==> src/rtl/core/assert_macros.svh <==
// Assertion helpers shared by the RTL files.
`ifndef ASSERT_MACROS_SVH
`define ASSERT_MACROS_SVH

`ifndef SYNTHESIS

// Check that a condition holds at every clock edge outside reset.
`define ASSERT_ALWAYS(lbl, ck, rs, cond) \
  lbl: assert property (@(posedge ck) disable iff (rs) (cond)) \
    else $error("assertion failed");

// Check that the antecedent implies the consequent in the same cycle.
`define ASSERT_IMPLY(lbl, ck, rs, ante, cons) \
  lbl: assert property (@(posedge ck) disable iff (rs) (ante) |-> (cons)) \
    else $error("assertion failed");

`else

`define ASSERT_ALWAYS(lbl, ck, rs, cond)
`define ASSERT_IMPLY(lbl, ck, rs, ante, cons)

`endif

`endif

==> src/rtl/core/ppd_pkg.sv <==
`default_nettype none

package ppd_pkg;

  // Defaults for the top-level parameters
  localparam int MAX_COUNT_DEF   = 1024;
  localparam int SAMPLE_BITS_DEF = 16;

  // Coefficient register, unsigned Q4.8
  localparam int COEFF_BITS = 12;
  localparam int FRAC_BITS  = 8;
  localparam logic [COEFF_BITS-1:0] COEFF_RESET = 12'd512;

  // Result queue depth; an item may push two results at once
  localparam int FIFO_DEPTH = 4;

  typedef enum logic {
    KIND_PEAK    = 1'b0,
    KIND_SUMMARY = 1'b1
  } ppd_kind_t;

  // Write strobes from the judge to the result queue
  typedef struct packed {
    logic first;
    logic second;
  } ppd_push_t;

endpackage

`default_nettype wire

==> src/rtl/core/plateau_peak_detector_unit.sv <==
// Plateau peak detector.
// Input channel: one sample per request on sample_level, with last_sample
// set on the final sample of a packet. A request is taken when in_valid is
// high and in_stall is low.
// Output channel: result requests taken when out_valid is high and out_stall
// is low. A peak result (result_kind 0) carries level and plateau centre; the
// summary (result_kind 1, last_result 1) carries the packet's peak count.
// Configuration: coeff_q8 is written when cfg_valid and cfg_ready are high;
// write it only while no packet is in flight.
// Throughput: one sample per cycle while the queue has room. The sample
// is held in the input register, judged there and pushed into a
// four-entry result queue, whose head drives the output combinationally.
// A peak on the final sample gives two results, which leave one at a time.
// The input stalls while fewer than two queue entries are free, so the input
// rate is set by the single read port of the result queue.
// Reset (rst, synchronous) empties the queue, clears the packet state and
// loads the coefficient with 2.0. A stalled output holds its result; the
// queue keeps accepting samples until it is nearly full.
`default_nettype none

module plateau_peak_detector_unit
  import ppd_pkg::*;
#(
  parameter int MAX_COUNT   = MAX_COUNT_DEF,
  parameter int SAMPLE_BITS = SAMPLE_BITS_DEF
) (
  input  wire logic                           clk,
  input  wire logic                           rst,
  input  wire logic                           in_valid,
  output logic                                in_stall,
  input  wire logic [SAMPLE_BITS-1:0]         sample_level,
  input  wire logic                           last_sample,
  input  wire logic                           cfg_valid,
  output logic                                cfg_ready,
  input  wire logic [COEFF_BITS-1:0]          coeff_q8,
  output logic                                out_valid,
  input  wire logic                           out_stall,
  output logic                                result_kind,
  output logic [SAMPLE_BITS-1:0]              peak_level,
  output logic [$clog2(MAX_COUNT)-1:0]        peak_position,
  output logic [$clog2(MAX_COUNT + 1)-1:0]    peak_total,
  output logic                                last_result
);

  localparam int POS_W = $clog2(MAX_COUNT);
  localparam int CNT_W = $clog2(MAX_COUNT + 1);
  localparam int RES_W = 2 + SAMPLE_BITS + POS_W + CNT_W;

  logic [COEFF_BITS-1:0] coeff;
  logic                  room;
  ppd_push_t             push;
  logic [RES_W-1:0]      res_first;
  logic [RES_W-1:0]      res_second;
  logic [RES_W-1:0]      head;

  // Hold the coefficient register
  assign cfg_ready = 1'b1;

  always_ff @(posedge clk) begin
    if (rst) begin
      coeff <= COEFF_RESET;
    end else if (cfg_valid && cfg_ready) begin
      coeff <= coeff_q8;
    end
  end

  ppd_judge #(
    .MAX_COUNT   (MAX_COUNT),
    .SAMPLE_BITS (SAMPLE_BITS),
    .POS_W       (POS_W),
    .CNT_W       (CNT_W),
    .RES_W       (RES_W)
  ) u_judge (
    .clk          (clk),
    .rst          (rst),
    .in_valid     (in_valid),
    .in_stall     (in_stall),
    .sample_level (sample_level),
    .last_sample  (last_sample),
    .coeff        (coeff),
    .room         (room),
    .push         (push),
    .res_first    (res_first),
    .res_second   (res_second)
  );

  ppd_result_fifo #(
    .RES_W (RES_W)
  ) u_fifo (
    .clk        (clk),
    .rst        (rst),
    .push       (push),
    .res_first  (res_first),
    .res_second (res_second),
    .room       (room),
    .out_valid  (out_valid),
    .out_stall  (out_stall),
    .head       (head)
  );

  // Split the queue head into the result fields
  assign {result_kind, peak_level, peak_position, peak_total, last_result} = head;

endmodule

`default_nettype wire

==> src/rtl/core/ppd_judge.sv <==
`default_nettype none

`include "assert_macros.svh"

module ppd_judge
  import ppd_pkg::*;
#(
  parameter int MAX_COUNT   = MAX_COUNT_DEF,
  parameter int SAMPLE_BITS = SAMPLE_BITS_DEF,
  parameter int POS_W       = $clog2(MAX_COUNT),
  parameter int CNT_W       = $clog2(MAX_COUNT + 1),
  parameter int RES_W       = 2 + SAMPLE_BITS + POS_W + CNT_W
) (
  input  wire logic                   clk,
  input  wire logic                   rst,
  input  wire logic                   in_valid,
  output logic                        in_stall,
  input  wire logic [SAMPLE_BITS-1:0] sample_level,
  input  wire logic                   last_sample,
  input  wire logic [COEFF_BITS-1:0]  coeff,
  input  wire logic                   room,
  output ppd_push_t                   push,
  output logic [RES_W-1:0]            res_first,
  output logic [RES_W-1:0]            res_second
);

  localparam int PROD_W = COEFF_BITS + SAMPLE_BITS;

  // Input register
  logic                   s1_valid;
  logic [SAMPLE_BITS-1:0] s1_sample;
  logic                   s1_last;

  // Packet state
  logic [SAMPLE_BITS-1:0] older_sample, older_sample_next;
  logic [SAMPLE_BITS-1:0] newer_sample, newer_sample_next;
  logic [CNT_W-1:0]       sample_position, sample_position_next;
  logic                   rising_seen, rising_seen_next;
  logic [POS_W-1:0]       rise_position, rise_position_next;
  logic [CNT_W-1:0]       peak_counter, peak_counter_next;

  logic             consume;
  logic             active;
  logic             judge;
  logic             rise_now;
  logic             rising_eff;
  logic [POS_W-1:0] judged_pos;
  logic [POS_W-1:0] rise_eff;
  logic [POS_W:0]   pos_sum;
  logic [POS_W-1:0] centre;
  logic             close_now;
  logic [PROD_W-1:0] lhs_prev;
  logic [PROD_W-1:0] lhs_next;
  logic [PROD_W-1:0] rhs;
  logic             peak_hit;
  logic [CNT_W-1:0] total;
  logic [RES_W-1:0] peak_res;
  logic [RES_W-1:0] summary_res;

  assign consume  = s1_valid && room;
  assign in_stall = s1_valid && !room;

  // Load the input register whenever it is free or drains
  always_ff @(posedge clk) begin
    if (rst) begin
      s1_valid <= 1'b0;
    end else if (!in_stall) begin
      s1_valid <= in_valid;
    end
  end

  always_ff @(posedge clk) begin
    if (in_valid && !in_stall) begin
      s1_sample <= sample_level;
      s1_last   <= last_sample;
    end
  end

  // Judge the middle sample against both neighbors
  always_comb begin
    active     = sample_position < CNT_W'(MAX_COUNT);
    judge      = active && (sample_position >= CNT_W'(2));
    judged_pos = POS_W'(sample_position - CNT_W'(1));
    rise_now   = older_sample < newer_sample;
    rising_eff = rising_seen || rise_now;
    rise_eff   = rise_now ? judged_pos : rise_position;
    pos_sum    = {1'b0, rise_eff} + {1'b0, judged_pos};
    centre     = pos_sum[POS_W:1];
    close_now  = judge && rising_eff && (newer_sample > s1_sample);
    lhs_prev   = PROD_W'(coeff) * PROD_W'(older_sample);
    lhs_next   = PROD_W'(coeff) * PROD_W'(s1_sample);
    rhs        = PROD_W'({newer_sample, {FRAC_BITS{1'b0}}});
    peak_hit   = close_now && (lhs_prev > rhs) && (lhs_next > rhs);
    total      = peak_counter + CNT_W'(peak_hit);
  end

  // Advance the packet state
  always_comb begin
    older_sample_next    = older_sample;
    newer_sample_next    = newer_sample;
    sample_position_next = sample_position;
    rising_seen_next     = rising_seen;
    rise_position_next   = rise_position;
    peak_counter_next    = peak_counter;
    if (judge) begin
      rising_seen_next   = rising_eff && !close_now;
      rise_position_next = rise_eff;
    end
    if (active) begin
      older_sample_next    = newer_sample;
      newer_sample_next    = s1_sample;
      sample_position_next = sample_position + CNT_W'(1);
      peak_counter_next    = total;
    end
    if (s1_last) begin
      sample_position_next = '0;
      rising_seen_next     = 1'b0;
      peak_counter_next    = '0;
    end
  end

  always_ff @(posedge clk) begin
    if (rst) begin
      older_sample    <= '0;
      newer_sample    <= '0;
      sample_position <= '0;
      rising_seen     <= 1'b0;
      rise_position   <= '0;
      peak_counter    <= '0;
    end else if (consume) begin
      older_sample    <= older_sample_next;
      newer_sample    <= newer_sample_next;
      sample_position <= sample_position_next;
      rising_seen     <= rising_seen_next;
      rise_position   <= rise_position_next;
      peak_counter    <= peak_counter_next;
    end
  end

  // Build the results: the peak comes before the summary
  always_comb begin
    peak_res    = {KIND_PEAK, newer_sample, centre, CNT_W'(0), 1'b0};
    summary_res = {KIND_SUMMARY, SAMPLE_BITS'(0), POS_W'(0), total, 1'b1};
    res_first   = peak_hit ? peak_res : summary_res;
    res_second  = summary_res;
    push.first  = consume && (peak_hit || s1_last);
    push.second = consume && peak_hit && s1_last;
  end

  `ASSERT_IMPLY(a_second_needs_first, clk, rst, push.second, push.first)
  `ASSERT_IMPLY(a_rise_after_two, clk, rst, rising_seen, sample_position >= CNT_W'(3))
  `ASSERT_ALWAYS(a_count_bounded, clk, rst, peak_counter <= sample_position)

endmodule

`default_nettype wire

==> src/rtl/core/ppd_result_fifo.sv <==
`default_nettype none

`include "assert_macros.svh"

module ppd_result_fifo
  import ppd_pkg::*;
#(
  parameter int RES_W = 2
) (
  input  wire logic             clk,
  input  wire logic             rst,
  input  wire ppd_push_t        push,
  input  wire logic [RES_W-1:0] res_first,
  input  wire logic [RES_W-1:0] res_second,
  output logic                  room,
  output logic                  out_valid,
  input  wire logic             out_stall,
  output logic [RES_W-1:0]      head
);

  localparam int PTR_W = $clog2(FIFO_DEPTH);
  localparam int CNT_W = $clog2(FIFO_DEPTH + 1);

  logic [RES_W-1:0] slots [FIFO_DEPTH];
  logic [PTR_W-1:0] wr_ptr, wr_ptr_next;
  logic [PTR_W-1:0] rd_ptr;
  logic [CNT_W-1:0] count, count_next;
  logic             pop;

  assign out_valid = count != '0;
  assign pop       = out_valid && !out_stall;
  assign room      = count <= CNT_W'(FIFO_DEPTH - 2);
  assign head      = slots[rd_ptr];

  always_comb begin
    wr_ptr_next = wr_ptr + PTR_W'(push.first) + PTR_W'(push.second);
    count_next  = count + CNT_W'(push.first) + CNT_W'(push.second) - CNT_W'(pop);
  end

  // Write up to two requests per cycle
  always_ff @(posedge clk) begin
    if (push.first) begin
      slots[wr_ptr] <= res_first;
    end
    if (push.second) begin
      slots[wr_ptr + PTR_W'(1)] <= res_second;
    end
  end

  always_ff @(posedge clk) begin
    if (rst) begin
      wr_ptr <= '0;
      rd_ptr <= '0;
      count  <= '0;
    end else begin
      wr_ptr <= wr_ptr_next;
      count  <= count_next;
      if (pop) begin
        rd_ptr <= rd_ptr + PTR_W'(1);
      end
    end
  end

  `ASSERT_ALWAYS(a_no_overflow, clk, rst, count <= CNT_W'(FIFO_DEPTH))
  `ASSERT_IMPLY(a_push_has_room, clk, rst, push.first, count <= CNT_W'(FIFO_DEPTH - 2))

endmodule

`default_nettype wire
==> config.mk <==
export PLATFORM = sky130hd
export DESIGN_NAME = plateau_peak_detector_unit
export DESIGN_NICKNAME = d
export VERILOG_FILES = /design/src/rtl/core/ppd_pkg.sv /design/src/rtl/core/plateau_peak_detector_unit.sv /design/src/rtl/core/ppd_judge.sv /design/src/rtl/core/ppd_result_fifo.sv
export VERILOG_INCLUDE_DIRS = /design/src /design/src/rtl/core
export SDC_FILE = /design/constraint.sdc
export NUM_CORES = 1
export LEC_CHECK = 0
export ABC_CLOCK_PERIOD_IN_PS = 12940
export BUFFER_PORTS_ARGS = -buffer_cell sky130_fd_sc_hd__buf_2
export CORE_MARGIN = 2
export CORE_UTILIZATION = 60
export CTS_CLUSTER_DIAMETER = 30
export CTS_CLUSTER_SIZE = 30
export DETAILED_ROUTE_END_ITERATION = 8
export PLACE_DENSITY = 0.77
export SYNTH_ARGS = -nofsm -noshare
export SYNTH_HDL_FRONTEND = slang
export SYNTH_HIERARCHICAL = 1
export SYNTH_SLANG_ARGS = --single-unit
export TNS_END_PERCENT = 50
==> constraint.sdc <==
create_clock -name clk -period 12.94 [get_ports clk]
set_input_delay 1.294 -clock clk [delete_from_list [all_inputs] [get_ports clk]]
set_output_delay 1.294 -clock clk [all_outputs]
set_load 0.01 [all_outputs]
# == Word level (Yosys, flattened, before mapping) ==
# Memory sizes are Yosys's and may differ from the RTL's. A register that Yosys moved wholly into a read port is not among the register bits.
# Cells that the tools add are included.
# totals
register_bits,102
latchBits,0
mem_bits_rw,156
romBits,0
in_bits,34
output_inout_bits,42
wordCells,74
n_memories,1
# classes
n_addsub,11
n_mul,2
div_mod_pow,0
magnitude_cmp,7
n_eq_ne,0
shift,0
muxes,14
bitwise_logic,0
n_reduce_logical,26
# memory_table
memory,words,width,rd,rd_clocked_by_memory_dff,wr,line_no,rtl
u_fifo.slots,4,39,1,1,2,ppd_result_fifo.sv:24,logic [RES_W-1:0] slots [FIFO_DEPTH];
# ops
op,n
$gt 28x24->1,2
$mul 12x16->28,2
$mux 11,4
$mux 39,1
$gt 16x16->1,1
$lt 16x16->1,1
$logic_and 1x1->1,13
$add 10x10->11,1
$add 11x1->11,1
$add 11x1->11 const B,1
$ge 11x2->1 const B,1
$lt 11x11->1 const B,1
$mux 10,1
$sub 10x1->10 const B,1
$reduce_and 2->1,4
$add 3x1->3,2
$mux 1,6
$add 2x1->2,2
$add 2x1->2 const B,2
$logic_not 1->1,4
$mux 2,2
$reduce_bool 2->1,2
$le 3x2->1 const B,1
$reduce_bool 3->1,1
2 further kinds,3

# == Depth between registers and ports, before layout ==
# depth
depth_word,11
mapped_depth,39
ltp_nobuf,36

# == Hierarchy ==
# Netlist, hierarchy kept.
# modules_own_cells
module,n_inst,cells_per_inst,area_per_inst_um2
ppd_judge,1,2224,18346.3
ppd_result_fifo,1,427,7950.1
plateau_peak_detector_unit,1,40,434.2

# == Worst setup path after synthesis ==
# OpenSTA, ideal clock, no wires.
# synth_path
kind,flip-flop to flip-flop
start,register coeff[3]
end,memory u_fifo/slots[0][0] (netlist name) (enable)
setup_ns,0.494
arrival_time_ns,9.922
required_ns,12.446
setup_slack_ns,2.524
path_stages_with_launch,30
n_path_buf,1
path_cell_list,dfxtp_1 > clkbuf_1 > nand2_1 > fa_1 > fa_1 > inv_1 > fa_1 > fa_1 > inv_1 > fa_1 > inv_1 > ha_1 > o21ai_0 > nor4_1 > o41ai_2 > nand3_1 > nor2_1 > o21ai_0 > a21oi_1 > xnor2_1 > ha_1 > nand4_1 > nor4_1 > a221o_1 > o21ai_0 > nand3_1 > o41ai_4 > o31ai_1 > inv_1 > o31ai_1
# synth_lines
element,line_no,rtl
start: declaration,plateau_peak_detector_unit.sv:49,logic [COEFF_BITS-1:0] coeff;
start signal: assignment,plateau_peak_detector_unit.sv:63,coeff <= coeff_q8;
end: declaration,ppd_result_fifo.sv:24,

==> run_results.csv <==
group,metric,value,unit
floorplan,die_area,46300,um^2
floorplan,start_util,0.606,
pwr,pwr-share-seq,0.220,
synthesis,syn_avg_cell_area,9.93,um^2
sta,final_max_slew_viol_count,0,
clocking,cts.clk_slew.worst_paths,50,ps
floorplan,die_h,215,um
grt,grt_pass1_wl,111000,um
clocking,root_buffer,"clkbuf_16",
worst_setup_path,worst_setup_path_end_kind,"flip-flop",
sta,setup_ws,2060,ps
synthesis,synth_edf_count,173,
clocking,post_cts_buffers,0,
detailed_routing,num_vias,19800,
sta,hold_viol,0,
clocking,clock-sinks,260,
sta,period_minus_slack,10880,ps
sta,rsz0062_at_grt,"false",
worst_setup_path,crit_type,"reg -> reg",
pwr,switching_share,0.381,
detailed_routing,drt-initial-drc-count,1514,
worst_hold_path,min-delay-path-class,"reg -> reg",
run,cap_violations,0,
clocking,cts_tree,"built",
detailed_routing,wl_per_cell,20.2,um
synthesis,synthFlopType,"edfxtp_1",
floorplan,core_area,44100,um^2
pwr,vdd_drop_max,146,uV
synthesis,synth_top_area_share,0.213,
grt,grt_usage,0.302,
worst_setup_path,crit_slowest_cell,"o41ai_4",
finish,num_antenna_cells,0,
finish,nets,3241,
synthesis,synth.area.top_cells,"fa_1, edfxtp_1, ha_1, mux2_2, dfxtp_1",
floorplan,die_x,215,um
floorplan,rows,77,
finish,final_util,0.669,
synthesis,ys_seq_area_frac,0.260,
place,pre_cts_ws,2300,ps
clocking,cts_resized,0,
finish,nFillCells,3323,
pwr,p_per_area,155,nW/um^2
worst_setup_path,worstPathArrival,11240,ps
clocking,hold_buffers,0,
detailed_routing,ant_nets,0,
pwr,clock_power_share,0.354,
worst_setup_path,max_stage_delay,880,ps
clocking,insertion_delay,620,ps
grt,grt_max_degree,80,
synthesis,ys_types,83,
worst_setup_path,crit_required,13300,ps
sta,fmax,91.9,MHz
place,io_buffers,74,
detailed_routing,drt-total-wl,67700,um
synthesis,synth_cells,2691,
grt,gr-total-overflow,0,
finish,drive_gt1_frac,0.162,
synthesis,synth_top_cell_by_area,"fa_1",
outcome,outcome,"finished, final reports clean",
worst_setup_path,start_kind,"flip-flop",
sta,whs,492,ps
finish,syn2layout_area_growth,10.4,%
clocking,cts-htree-levels,2,
synthesis,yosys_warnings,6,
pwr,leakage,13.4,nW
place,dp_hpwl,46700,um
clocking,numCtsBuffers,58,
detailed_routing,drcViolationCount,0,
worst_setup_path,crit_path_frequent_cell,"fa_1",
place,place.gp.congestion,0.923,
synthesis,ys_async_sr_fraction,0,
grt,antenna_found_initial,0,
pwr,combPwrFrac,0.425,
synthesis,syn_area,26700,um^2
pwr,total_power,4.58,mW
sta,fin_tns_setup,0,ps
detailed_routing,first_pass_iters,6,
sta,worstMarginPinSlew,1280,ps
synthesis,synth_seq_cells,260,
grt,grt_pass1_vias,21300,
worst_setup_path,path_max_fanout,17,
floorplan,ios,76,
pwr,p_int,2.83,mW
sta,max-slew-margin-rel,0.147,
clocking,cts_buffer_depth,3,
sta,skew,23.7,ps
sta,finalCritPeriodShare,0.841,
detailed_routing,via_per_inst,5.90,
pwr,switching_power,1.75,mW
sta,setup-violations-final,0,
[final timing paths]
check	startpoint	endpoint	slack (ps)	cells after the start
max	coeff[7]	u_fifo/slots[3][9]	2060	35
min reg2reg	u_judge/rise_position[4]	u_judge/rise_position[4]	490	2
min	u_judge/rise_position[4]	u_judge/rise_position[4]	490	2
max reg2reg	coeff[7]	u_fifo/slots[3][9]	2060	35
[final cells by class]
class / instances / area [um^2] / area share
Clock inverter: 40 / 653 / 0.0221
Clock buffer: 69 / 1500 / 0.0509
Timing Repair Buffer: 97 / 543 / 0.0184
Tap cell: 592 / 741 / 0.0251
Inverter: 424 / 1590 / 0.0539
Sequential cell: 260 / 6940 / 0.235
Multi-Input combinational cell: 1871 / 17500 / 0.594
[cells in the mapped netlist, types with 7 or more instances]
cell type and n:
ha_1 211, a22oi_1 10, and2_1 111, and3_1 7
xor2_1 26, nor3_1 35, a21boi_2 9, nand2_1 394
o21bai_1 7, buf_6 8, clkbuf_1 99, nor2_1 102
o21ai_0 46, nand2b_1 7, o21a_1 11, buf_2 21
nand4_1 15, a21oi_1 108, nor2b_1 14, mux2i_1 20
a21o_1 23, mux4_2 39, dfxtp_1 87, inv_1 424
a211oi_1 14, mux2_2 165, nor3_2 10, nor4_1 7
fa_1 284, buf_4 34, nand3_1 26, edfxtp_1 173
xnor2_1 45
[cells by family after synthesis]
logic type	share of synthesized area
buffers and inverters	0.0903
AND/OR/NAND/NOR	0.134
adder cells (fa/ha/maj)	0.311
flip-flops	0.260
AO/OA/AOI/OAI	0.0715
other	0.000421
XOR/XNOR	0.0233
multiplexers	0.110
[placed cells by master (no fill, tap or decap), types with 15 or more instances in the layout]
| master | count |
|---|---|
| inv_1 | 424 |
| nand2_1 | 392 |
| fa_1 | 284 |
| ha_1 | 211 |
| edfxtp_1 | 173 |
| mux2_2 | 165 |
| and2_1 | 111 |
| a21oi_1 | 108 |
| nor2_1 | 100 |
| dfxtp_1 | 82 |
| buf_2 | 74 |
| clkbuf_16 | 58 |
| o21ai_0 | 46 |
| xnor2_1 | 45 |
| mux4_2 | 39 |
| nor3_1 | 34 |
| conb_1 | 29 |
| xor2_1 | 26 |
| nand3_1 | 25 |
| buf_4 | 23 |
| a21o_1 | 23 |
| mux2i_1 | 20 |
| bufinv_16 | 15 |
| nand4_1 | 15 |
[registers in the layout (all words and copies together), names as in the netlist, named ones only]
| name | flops |
|---|---|
| u_fifo/slots | 156 |
| u_judge/newer_sample | 16 |
| u_judge/older_sample | 16 |
| u_judge/s1_sample | 16 |
| coeff | 12 |
| u_judge/peak_counter | 11 |
| u_judge/sample_position | 11 |
| u_judge/rise_position | 10 |
| u_fifo/count | 3 |
| u_fifo/rd_ptr | 2 |
| u_fifo/wr_ptr | 2 |
| u_judge/rising_seen | 1 |
| u_judge/s1_last | 1 |
| u_judge/s1_valid | 1 |
[power groups by stage]
| stage | Combinational (mW) | Clock, mW | Sequential (mW) |
|---|---|---|---|
| after floorplan | 1.47 | 0 | 0.958 |
| after detailed placement | 1.90 | 0 | 1.02 |
| after global placement | 1.85 | 0 | 1.02 |
| after global routing | 2.17 | 1.68 | 1.01 |
| final | 1.95 | 1.62 | 1.01 |
| after CTS | 1.92 | 1.64 | 1.01 |
[through the flow]
step                area (um^2)  std cells
floorplan                 26800       2717
global placement          27300       3244
detailed placement        27300       3244
CTS                       29500       3353
global route              29500       3353
finish                    29500       3353
[routing by layer]
layer	routed length, um	GRT usage	up-vias
met5	0	0	-
met1	26800	0.382	9914
met4	2710	0.117	0
li1	-	-	8868
met2	33300	0.521	820
met3	4870	0.0483	191
[critical path: cells and delay by family (launching register included)]
kind / cells / cell delay (ps)
compound gates: 8 / 2360
xor+xnor: 2 / 370
fa+ha+maj: 9 / 3700
buf+inv: 5 / 910
flops: 1 / 800
mux: 1 / 310
simple gates: 10 / 2180
Power figures use the tool's default switching activity.
